==> config.mk <==
export PLATFORM = sky130hd
export DESIGN_NAME = rgb_to_hue
export DESIGN_NICKNAME = d
export VERILOG_FILES = /design/src/hdl/rgbh_pkg.sv /design/src/hdl/rgb_to_hue.sv
export SDC_FILE = /design/constraint.sdc
export NUM_CORES = 2
export LEC_CHECK = 0
export CORE_UTILIZATION = 50
export DETAILED_ROUTE_END_ITERATION = 10
export DONT_BUFFER_PORTS = 1
export GPL_TIMING_DRIVEN = 0
export HOLD_SLACK_MARGIN = 0.05
export PLACE_DENSITY = 0.68
export REMOVE_ABC_BUFFERS = 1
export SYNTH_ARGS = -nofsm -noshare
export SYNTH_HDL_FRONTEND = slang
export SYNTH_SLANG_ARGS = --single-unit
==> constraint.sdc <==
create_clock -name clk -period 17.45 [get_ports clk]
set_input_delay 1.745 -clock clk [delete_from_list [all_inputs] [get_ports clk]]
set_output_delay 1.745 -clock clk [all_outputs]
set_load 0.05 [all_outputs]
==> src/hdl/rgbh_pkg.sv <==
`default_nettype none
// ----------------------------------------------------------------------------
// rgbh_pkg: shared types and constants for the RGB to hue converter
// Sector codes, degree constants and the threshold register format.
// ----------------------------------------------------------------------------
package rgbh_pkg;

	// threshold register
	localparam int MIN_CHROMA_W = 12;
	localparam logic [MIN_CHROMA_W-1:0] MIN_CHROMA_RESET = 12'd1;

	// degrees per sixth of a turn, and a full turn
	localparam int DEG_W = 6;
	localparam logic [DEG_W-1:0] DEG_PER_SECTOR = 6'd60;
	localparam int DEG_FULL_TURN = 360;

	// which channel holds the maximum
	typedef enum logic [2:0] {
		SEC_RED   = 3'b001,
		SEC_GREEN = 3'b010,
		SEC_BLUE  = 3'b100
	} sector_t;

endpackage
`default_nettype wire

==> src/hdl/rgb_to_hue.sv <==
`default_nettype none
// ----------------------------------------------------------------------------
// rgb_to_hue: HSV hue of one pixel
// Pipelined max/min, sector numerator, scale by 60 and restoring divide.
// ----------------------------------------------------------------------------
// Takes one pixel per clock, unless the output stalls, and returns its HSV
// hue in degrees with HUE_FRAC_BITS fraction bits, floored. The pipeline has
// one stage for max/min and chroma, one for the sector numerator, one for the
// multiply by 60, one per quotient bit in the restoring divider, and the
// output register. Throughput is one pixel per cycle while the output is not
// stalled. The input side has a skid register, so s_axis_tready is a flop
// output. Chroma below min_chroma (or zero) sets tuser and forces hue to 0.
module rgb_to_hue #(
	parameter int CHANNEL_FRAC_BITS = 4,
	parameter int HUE_FRAC_BITS = 6,
	localparam int CHAN_W = 8 + CHANNEL_FRAC_BITS,
	localparam int HUE_W = 9 + HUE_FRAC_BITS,
	localparam int IN_TDATA_W = ((3 * CHAN_W + 7) / 8) * 8,
	localparam int OUT_TDATA_W = ((HUE_W + 7) / 8) * 8
) (
	input  wire logic                              clk,
	input  wire logic                              arst_n,
	input  wire logic                              s_axis_tvalid,
	output logic                                   s_axis_tready,
	input  wire logic [IN_TDATA_W-1:0]             s_axis_tdata,  // blue, green, red
	output logic                                   m_axis_tvalid,
	input  wire logic                              m_axis_tready,
	output logic [OUT_TDATA_W-1:0]                 m_axis_tdata,  // hue
	output logic [0:0]                             m_axis_tuser,  // hue_undefined
	input  wire logic                              cfg_wr_en,
	input  wire logic [rgbh_pkg::MIN_CHROMA_W-1:0] cfg_wr_data    // min_chroma
);
	import rgbh_pkg::*;

	localparam int NUM_W = CHAN_W + 3;
	localparam int PROD_W = NUM_W + DEG_W;
	localparam int DIV_W = PROD_W + HUE_FRAC_BITS;
	localparam int CMP_W = (CHAN_W > MIN_CHROMA_W) ? CHAN_W : MIN_CHROMA_W;
	localparam int PIX_W = 3 * CHAN_W;

	logic [MIN_CHROMA_W-1:0] min_chroma_q;

	logic             en;
	logic             skid_full_q;
	logic [PIX_W-1:0] skid_data_q;
	logic             in_fire;
	logic [PIX_W-1:0] pipe_in;
	logic             pipe_in_v;

	logic [CHAN_W-1:0] b_in, g_in, r_in, hi_in, lo_in;
	sector_t           sec_in;

	logic              v_s1;
	logic [CHAN_W-1:0] c_s1, b_s1, g_s1, r_s1;
	sector_t           sec_s1;

	logic [NUM_W-1:0]  num_nx;
	logic              undef_nx;
	logic              v_s2;
	logic [CHAN_W-1:0] c_s2;
	logic [NUM_W-1:0]  num_s2;
	logic              undef_s2;

	logic [PROD_W-1:0] prod;
	logic [DIV_W-1:0]  dividend;

	// divider stages; index 0 is the third pipeline stage
	logic              div_v_s     [0:HUE_W];
	logic              div_undef_s [0:HUE_W];
	logic [CHAN_W-1:0] div_c_s     [0:HUE_W];
	logic [CHAN_W-1:0] div_rem_s   [0:HUE_W];
	logic [HUE_W-1:0]  div_low_s   [0:HUE_W];
	logic [HUE_W-1:0]  div_q_s     [0:HUE_W];

	logic [CHAN_W-1:0] rem_nx [1:HUE_W];
	logic              qbit_nx [1:HUE_W];

	logic             out_v_q;
	logic [HUE_W-1:0] hue_q;
	logic             undef_q;

	// ------------------------------------------------------------------
	// config register
	always_ff @(posedge clk or negedge arst_n) begin
		if (!arst_n) begin
			min_chroma_q <= MIN_CHROMA_RESET;
		end else if (cfg_wr_en) begin
			min_chroma_q <= cfg_wr_data;
		end
	end

	// ------------------------------------------------------------------
	// input skid; the whole pipe moves when the output slot frees up
	assign en = !out_v_q || m_axis_tready;
	assign s_axis_tready = !skid_full_q;
	assign in_fire = s_axis_tvalid && !skid_full_q;
	assign pipe_in = skid_full_q ? skid_data_q : s_axis_tdata[PIX_W-1:0];
	assign pipe_in_v = skid_full_q || in_fire;

	always_ff @(posedge clk or negedge arst_n) begin
		if (!arst_n) begin
			skid_full_q <= 1'b0;
		end else if (en) begin
			skid_full_q <= 1'b0;
		end else if (in_fire) begin
			skid_full_q <= 1'b1;
		end
	end

	always_ff @(posedge clk) begin
		if (!en && in_fire) begin
			skid_data_q <= s_axis_tdata[PIX_W-1:0];
		end
	end

	// ------------------------------------------------------------------
	// stage 1: sector, chroma
	assign b_in = pipe_in[CHAN_W-1:0];
	assign g_in = pipe_in[2*CHAN_W-1:CHAN_W];
	assign r_in = pipe_in[3*CHAN_W-1:2*CHAN_W];

	always_comb begin
		// ties go to red, then green
		if (r_in >= g_in && r_in >= b_in) begin
			sec_in = SEC_RED;
		end else if (g_in >= b_in) begin
			sec_in = SEC_GREEN;
		end else begin
			sec_in = SEC_BLUE;
		end
		case (sec_in)
			SEC_RED:   hi_in = r_in;
			SEC_GREEN: hi_in = g_in;
			SEC_BLUE:  hi_in = b_in;
			default:   hi_in = r_in;
		endcase
		lo_in = (b_in < g_in) ? b_in : g_in;
		lo_in = (r_in < lo_in) ? r_in : lo_in;
	end

	// ------------------------------------------------------------------
	// stage 2: numerator in sixths of a turn, times chroma
	always_comb begin
		case (sec_s1)
			SEC_RED: begin
				if (g_s1 >= b_s1) begin
					num_nx = NUM_W'(g_s1) - NUM_W'(b_s1);
				end else begin
					// negative side wraps by a full turn
					num_nx = (NUM_W'(c_s1) << 2) + (NUM_W'(c_s1) << 1)
						+ NUM_W'(g_s1) - NUM_W'(b_s1);
				end
			end
			SEC_GREEN: num_nx = (NUM_W'(c_s1) << 1) + NUM_W'(b_s1) - NUM_W'(r_s1);
			SEC_BLUE:  num_nx = (NUM_W'(c_s1) << 2) + NUM_W'(r_s1) - NUM_W'(g_s1);
			default:   num_nx = '0;
		endcase
		undef_nx = (c_s1 == '0) || (CMP_W'(c_s1) < CMP_W'(min_chroma_q));
	end

	// stage 3 input: scale by 60 and by the hue fraction
	assign prod = PROD_W'(num_s2) * PROD_W'(DEG_PER_SECTOR);
	assign dividend = DIV_W'(prod) << HUE_FRAC_BITS;

	// ------------------------------------------------------------------
	// restoring divider, one quotient bit per stage
	always_comb begin
		for (int k = 1; k <= HUE_W; k++) begin
			logic [CHAN_W:0] trial;
			trial = {div_rem_s[k-1], div_low_s[k-1][HUE_W-1]};
			qbit_nx[k] = (trial >= {1'b0, div_c_s[k-1]});
			if (qbit_nx[k]) begin
				rem_nx[k] = CHAN_W'(trial - {1'b0, div_c_s[k-1]});
			end else begin
				rem_nx[k] = trial[CHAN_W-1:0];
			end
		end
	end

	// ------------------------------------------------------------------
	// valid bits
	always_ff @(posedge clk or negedge arst_n) begin
		if (!arst_n) begin
			v_s1 <= 1'b0;
			v_s2 <= 1'b0;
			out_v_q <= 1'b0;
			for (int k = 0; k <= HUE_W; k++) begin
				div_v_s[k] <= 1'b0;
			end
		end else if (en) begin
			v_s1 <= pipe_in_v;
			v_s2 <= v_s1;
			div_v_s[0] <= v_s2;
			for (int k = 1; k <= HUE_W; k++) begin
				div_v_s[k] <= div_v_s[k-1];
			end
			out_v_q <= div_v_s[HUE_W];
		end
	end

	// payload
	always_ff @(posedge clk) begin
		if (en) begin
			sec_s1 <= sec_in;
			c_s1 <= hi_in - lo_in;
			b_s1 <= b_in;
			g_s1 <= g_in;
			r_s1 <= r_in;

			c_s2 <= c_s1;
			num_s2 <= num_nx;
			undef_s2 <= undef_nx;

			// remainder starts with the top bits; always below chroma
			div_c_s[0] <= c_s2;
			div_undef_s[0] <= undef_s2;
			div_rem_s[0] <= dividend[DIV_W-1:HUE_W];
			div_low_s[0] <= dividend[HUE_W-1:0];
			div_q_s[0] <= '0;
			for (int k = 1; k <= HUE_W; k++) begin
				div_c_s[k] <= div_c_s[k-1];
				div_undef_s[k] <= div_undef_s[k-1];
				div_rem_s[k] <= rem_nx[k];
				div_low_s[k] <= div_low_s[k-1] << 1;
				div_q_s[k] <= {div_q_s[k-1][HUE_W-2:0], qbit_nx[k]};
			end

			undef_q <= div_undef_s[HUE_W];
			hue_q <= div_undef_s[HUE_W] ? '0 : div_q_s[HUE_W];
		end
	end

	// ------------------------------------------------------------------
	// output
	assign m_axis_tvalid = out_v_q;
	assign m_axis_tdata = OUT_TDATA_W'(hue_q);
	assign m_axis_tuser = undef_q;

`ifndef SYNTH
	a_undef_zero: assert property (@(posedge clk) disable iff (!arst_n)
		m_axis_tvalid && m_axis_tuser[0] |-> m_axis_tdata == '0)
		else $error("undefined hue transfer with nonzero hue");

	a_hue_range: assert property (@(posedge clk) disable iff (!arst_n)
		m_axis_tvalid && !m_axis_tuser[0]
		|-> hue_q < HUE_W'(DEG_FULL_TURN << HUE_FRAC_BITS))
		else $error("hue at or above a full turn");

	a_div_rem: assert property (@(posedge clk) disable iff (!arst_n)
		div_v_s[HUE_W] && !div_undef_s[HUE_W] |-> div_rem_s[HUE_W] < div_c_s[HUE_W])
		else $error("divider remainder not below chroma");

	a_skid_drain: assert property (@(posedge clk) disable iff (!arst_n)
		skid_full_q && en |=> !skid_full_q && v_s1)
		else $error("skid entry not moved into the pipe");
`endif

endmodule
`default_nettype wire
# Word-level counts from Yosys, hierarchy flattened
# Memory sizes are Yosys's and may differ from the RTL's. A register that Yosys moved wholly into a read port is not among the register bits.
# Index checks and enable logic that the tools add are counted.
# totals
register_bits	148
latch_bits	0
mem_bits_rw	864
romBits	0
input_bits	57
out_inout_bits	19
word_cells	126
memories	5
# mem_list
name	words	width	rd	rd_ports_with_merged_regs	wr	line_no	rtl
div_q_s	16	15	16	1	16	rgb_to_hue.sv:73	logic [HUE_W-1:0] div_q_s [0:HUE_W];
div_low_s	16	14	15	0	16	rgb_to_hue.sv:72	logic [HUE_W-1:0] div_low_s [0:HUE_W];
div_c_s	16	12	15	0	16	rgb_to_hue.sv:70	logic [CHAN_W-1:0] div_c_s [0:HUE_W];
div_rem_s	16	12	15	0	16	rgb_to_hue.sv:71	logic [CHAN_W-1:0] div_rem_s [0:HUE_W];
div_undef_s	16	1	16	0	16	rgb_to_hue.sv:69	logic div_undef_s [0:HUE_W];
# classes
n_addsub	24
multipliers	1
div	0
order_cmp	22
n_eq_ne	5
shifts	0
n_mux	27
bitwise	0
n_reduce_logical	11
# ops
op	count
$mux W12	17
$ge A13 B12 Y1	15
$sub A12 B12 Y12	16
$ge A12 B12 Y1	4
$pmux W15 S3	1
$lt A12 B12 Y1	3
$mux W36	1
$sub A15 B12 Y15	2
$pmux W12 S2	1
$mul A15 B4 Y19 const B	1
$add A14 B12 Y15	1
$add A14 B13 Y15	1
$add A15 B12 Y15	1
$mux W15	1
$sub A14 B12 Y15	1
$add A13 B12 Y14	1
$sub A12 B12 Y13	1
$logic_not A12 Y1	1
$eq A3 B2 Y1 const B	2
$eq A3 B3 Y1 const B	2
$mux W3	2
$mux W1	4
$eq A3 B1 Y1 const B	1
$logic_and A1 B1 Y1	3
3 further kinds	7

# Depth between registers and ports, before layout
# depth
depth_word	7
depth_mapped	31
ltp_nobuf	28

# Worst setup path before layout
# No wires, ideal clock.
# synth_path
path_kind	input port to flip-flop
from	input m_axis_tready
to	register b_s1[0] (enable)
setup_time_ps	1227
arrival_time_ps	18929
required_ps	16223
setup_slack_ps	-2706
cell_stages	4
n_path_buf	2
path_cell_list	nor2b_1 > clkbuf_1 > inv_1 > clkbuf_1
# synth_between
elab_chain_cells	1
# synth_rtl
item	line_no	rtl
start: declaration	rgb_to_hue.sv:27	input wire logic m_axis_tready,
$logic_or A1 B1 Y1	rgb_to_hue.sv:94	assign en = !out_v_q || m_axis_tready;
end signal: assignment	rgb_to_hue.sv:206	b_s1 <= b_in;
end: declaration	rgb_to_hue.sv:54	logic [CHAN_W-1:0] c_s1, b_s1, g_s1, r_s1;
# Every way passes these cells.
# A chain may end at the register's enable or synchronous reset.

# Worst setup path after layout
# layout_path
from	input s_axis_tdata[23]
to	register c_s1[11], data pin
# layout_between
elab_chain_cells	7
word_cells_on_any_way	14
cone_classes	1 x add/sub; 4 x order compare; 2 x eq/ne; 6 x mux; 1 x reduce/logical
# layout_rtl
item	line_no	rtl
start: declaration	rgb_to_hue.sv:25	input wire logic [IN_TDATA_W-1:0] s_axis_tdata,
$mux W36 *	rgb_to_hue.sv:97	assign pipe_in = skid_full_q ? skid_data_q : s_axis_tdata[PIX_W-1:0];
parallel branches: the longest is 5 deep, another holds $lt A12 B12 Y1	n/a	
$sub A12 B12 Y12 *	rgb_to_hue.sv:205	c_s1 <= hi_in - lo_in;
end signal: assignment	rgb_to_hue.sv:205	
end: declaration	rgb_to_hue.sv:54	
# Every way passes the cells marked *.

==> metrics.cfg <==
[status]
run_status=finished clean

[hold_path]
hold_path.class=reg2reg
hold_path_end=div_q_s[10][6]
min_path_cells=0
worstHoldStart=div_q_s[9][5]

[timing]
setup_tns_ns=0
slew_viol_final=0
fin_crit_ns=8.66
rsz0062_at_grt=no
max_slew_margin_pct=20.3
finalHoldViolations=0
skew_ns=0.0214
finalSetupViolations=0
max_freq_ghz=0.116
worst_pin_slew_ns=1.19
finalCritPeriodShare_pct=49.6

[cts]
htree_levels=3
postCtsSetupRepairBufs=0
clkSlewWorstSetupHoldPaths_ns=0.06
root_buffer=clkbuf_16
cts_made_buffers=78
ctsHoldBuffers=0
insertion_delay_ns=0.63
cts_buffer_depth=3
cts-resized-gates=0
cts_tree=built
clock_sinks=687

[setup_path]
slowest_delay_ns=0.81
crit_arrival_ns=9.03
startpoint_type=input pin
cp_top_family=compound AO/OA/AOI/OAI gates
reg2reg_from=skid_full_q
crit_top_cell=o21ai_0
endpoint_kind=flop
path_max_fanout=19
required_ns=17.82
worstSetupPathType=in2reg
slowest_stage=nor2_1
crit_buf_inv=2
r2r_slack_ns=9.03
r2r_end=c_s1[11]
reg2reg_depth=27

[routing]
drt_first_pass_iters=7
drt-vias-per-instance=5.49
drc=0
final_antenna_net_count=0
avgRoutedWirePerCell_um=17.0
wl_um=75000
drt-initial-drc-count=1499
dr_total_vias=24300

[yosys]
synth_cell_types=85
syn_avg_cell_area_um2=11.9
synth-main-ff-cell=edfxtp_1
synth.area.top_cells=edfxtp_1 50%, ha_1 10%, fa_1 4.6%
synth_top_cell_area_share_pct=50.3
synth_xor_area_share_pct=3.34
async_flop_share_pct=4.66
synthAdderAreaFrac_pct=15.0
ys_seq_area_share_pct=52.3
synth_cells=3283
synthMuxAreaShare_pct=4.30
synth_top_family_by_area=adder cells
netlist_area_um2=39100
yosys.area_share.simple_pct=9.32
synth_warnings=0
synth_edf_count=655
synth-compound-area-share_pct=10.9
yosys.area.top_type=edfxtp_1
synth_seq_cells=687

[layout]
fin_util_pct=55.6
fin_nets=3795
final_cell_mix=655 x edfxtp_1, 432 x inv_1, 328 x ha_1
n_fill_cell=6462
seq_area_um2=20500
final_common_cell=edfxtp_1
n_antenna_cell=0
area.growth.synth_to_final_pct=10.0
multi_input_area_um2=16800
drive_above_1_share_pct=8.19

[placement]
io_buffers=0
dp_hpwl_um=55000
place.gp.congestion=0.899

[floorplan]
die_area_um2=79400
start_util_pct=50.5
io_pins=76
die_w_um=282
die_h_um=282
core_um2=77500
rows=102

[global_routing]
grt_max_degree=147
grt_pass1_vias=24000
antenna_found_initial=0
grt_use_total_pct=19.3
grt-ovfl-total=0
grt_pass1_wl_um=123000

[job]
maxCapViolCount=0

==> kinds of logic after synthesis <==
kind of cell    Yosys count
other cells               1
buf+inv                 488
simple gates            726
xor+xnor                149
fa+ha+maj               417
compound gates          662
flops                   687
mux                     153
==> synth_stat cells (6+ instances only) <==
master and count:
a211o_1 7, o31a_1 17, inv_1 433, dfrtp_1 31, clkbuf_1 36, and2_1 6
o21bai_1 13, a2111oi_0 7, a31oi_1 18, a21boi_0 11, a21oi_1 169, nand4b_1 8
fa_1 89, xnor2_1 108, a211oi_1 29, ha_1 328, nand4_1 39, nand2_1 208
o21ai_0 155, buf_2 10, nand3_1 50, nor3b_1 12, or2_2 21, mux2_2 101
nor2_1 120, o211ai_1 24, o21ai_1 12, o31ai_1 35, nor2b_1 71, mux2i_1 50
nor4_1 8, a22oi_1 6, xor2_1 41, and3_1 18, nand2b_1 28, or4_1 11
o21a_1 46, a31o_2 11, a21o_1 50, or3_1 27, nor3_1 84, edfxtp_1 655
==> worst max path at each step <==
stage,startpoint,endpoint,cells after the start
final,s_axis_tdata[23],c_s1[11],26
after global routing,s_axis_tdata[23],c_s1[11],26
after CTS,s_axis_tdata[23],c_s1[11],24
after detailed placement,s_axis_tdata[23],c_s1[11],24
after global placement,m_axis_tready,div_q_s[15][11],2
after floorplan,m_axis_tready,b_s1[0],2
==> metrics by stage <==
step / setup WS, ns / cell area [µm²] / hold slack [ns] / instances
after detailed placement: 7.80 / 40400 / 0.405 / 4280
after global placement: -2.41 / 40200 / 0.400 / 4270
final: 8.79 / 43100 / 0.398 / 4422
after CTS: 8.44 / 43000 / 0.400 / 4421
after floorplan: 2.34 / 38900 / 0.400 / 3230
after global routing: 8.39 / 43100 / 0.407 / 4422
==> registers in the layout, summed over array words and instances, names as in the netlist, 3 cells and up <==
name          count
b_s1             12
div_q_s         120
min_chroma_q     12
g_s1             12
div_c_s         180
div_rem_s       180
div_undef_s      16
c_s1             12
r_s1             12
div_low_s        28
c_s2             12
sec_s1            3
num_s2           15
skid_data_q      36
div_v_s          16
hue_q            15
==> layout make-up <==
type	instances	area share, %
clock buffers	96	4.79
multi-input cells	2108	39.0
repair buffers	11	0.462
inverters	435	3.81
clock inverters	45	1.33
well taps	1040	3.02
flip-flops and latches	687	47.5
==> layer usage <==
layer	wire, µm	part of all wire [%]	global-route usage, %	vias to the layer above
li1	-	-	-	12000
met1	32800	44	24.3	11700
met2	37700	50	34.3	443
met3	2770	3.7	3.02	130
met4	1760	2.3	5.46	0
met5	0	0	0	-
==> worst reg2reg max path, stage by stage, from the launching register on <==
cell	delay, ns
dfrtp_2	0.49
buf_12	0.26
mux2i_1	0.59
ha_1	0.38
a21oi_1	0.21
o21ai_0	0.28
nor3_2	0.47
buf_6	0.25
nand2_1	0.08
o21ai_0	0.12
ha_1	0.31
a41oi_1	0.20
o21ai_0	0.12
a21oi_1	0.17
o21ai_0	0.09
o211ai_1	0.51
inv_1	0.18
nor2_1	0.81
a21oi_1	0.17
ha_1	0.30
nor2b_1	0.13
o21ai_1	0.16
a21boi_1	0.15
o41ai_2	0.33
o21ai_0	0.27
o41a_1	0.44
or4_1	0.49
and4b_1	0.21
Power is left out: the tool's default activity adds up to more than one toggle a clock period on the data nets, which glitch-free logic cannot reach.
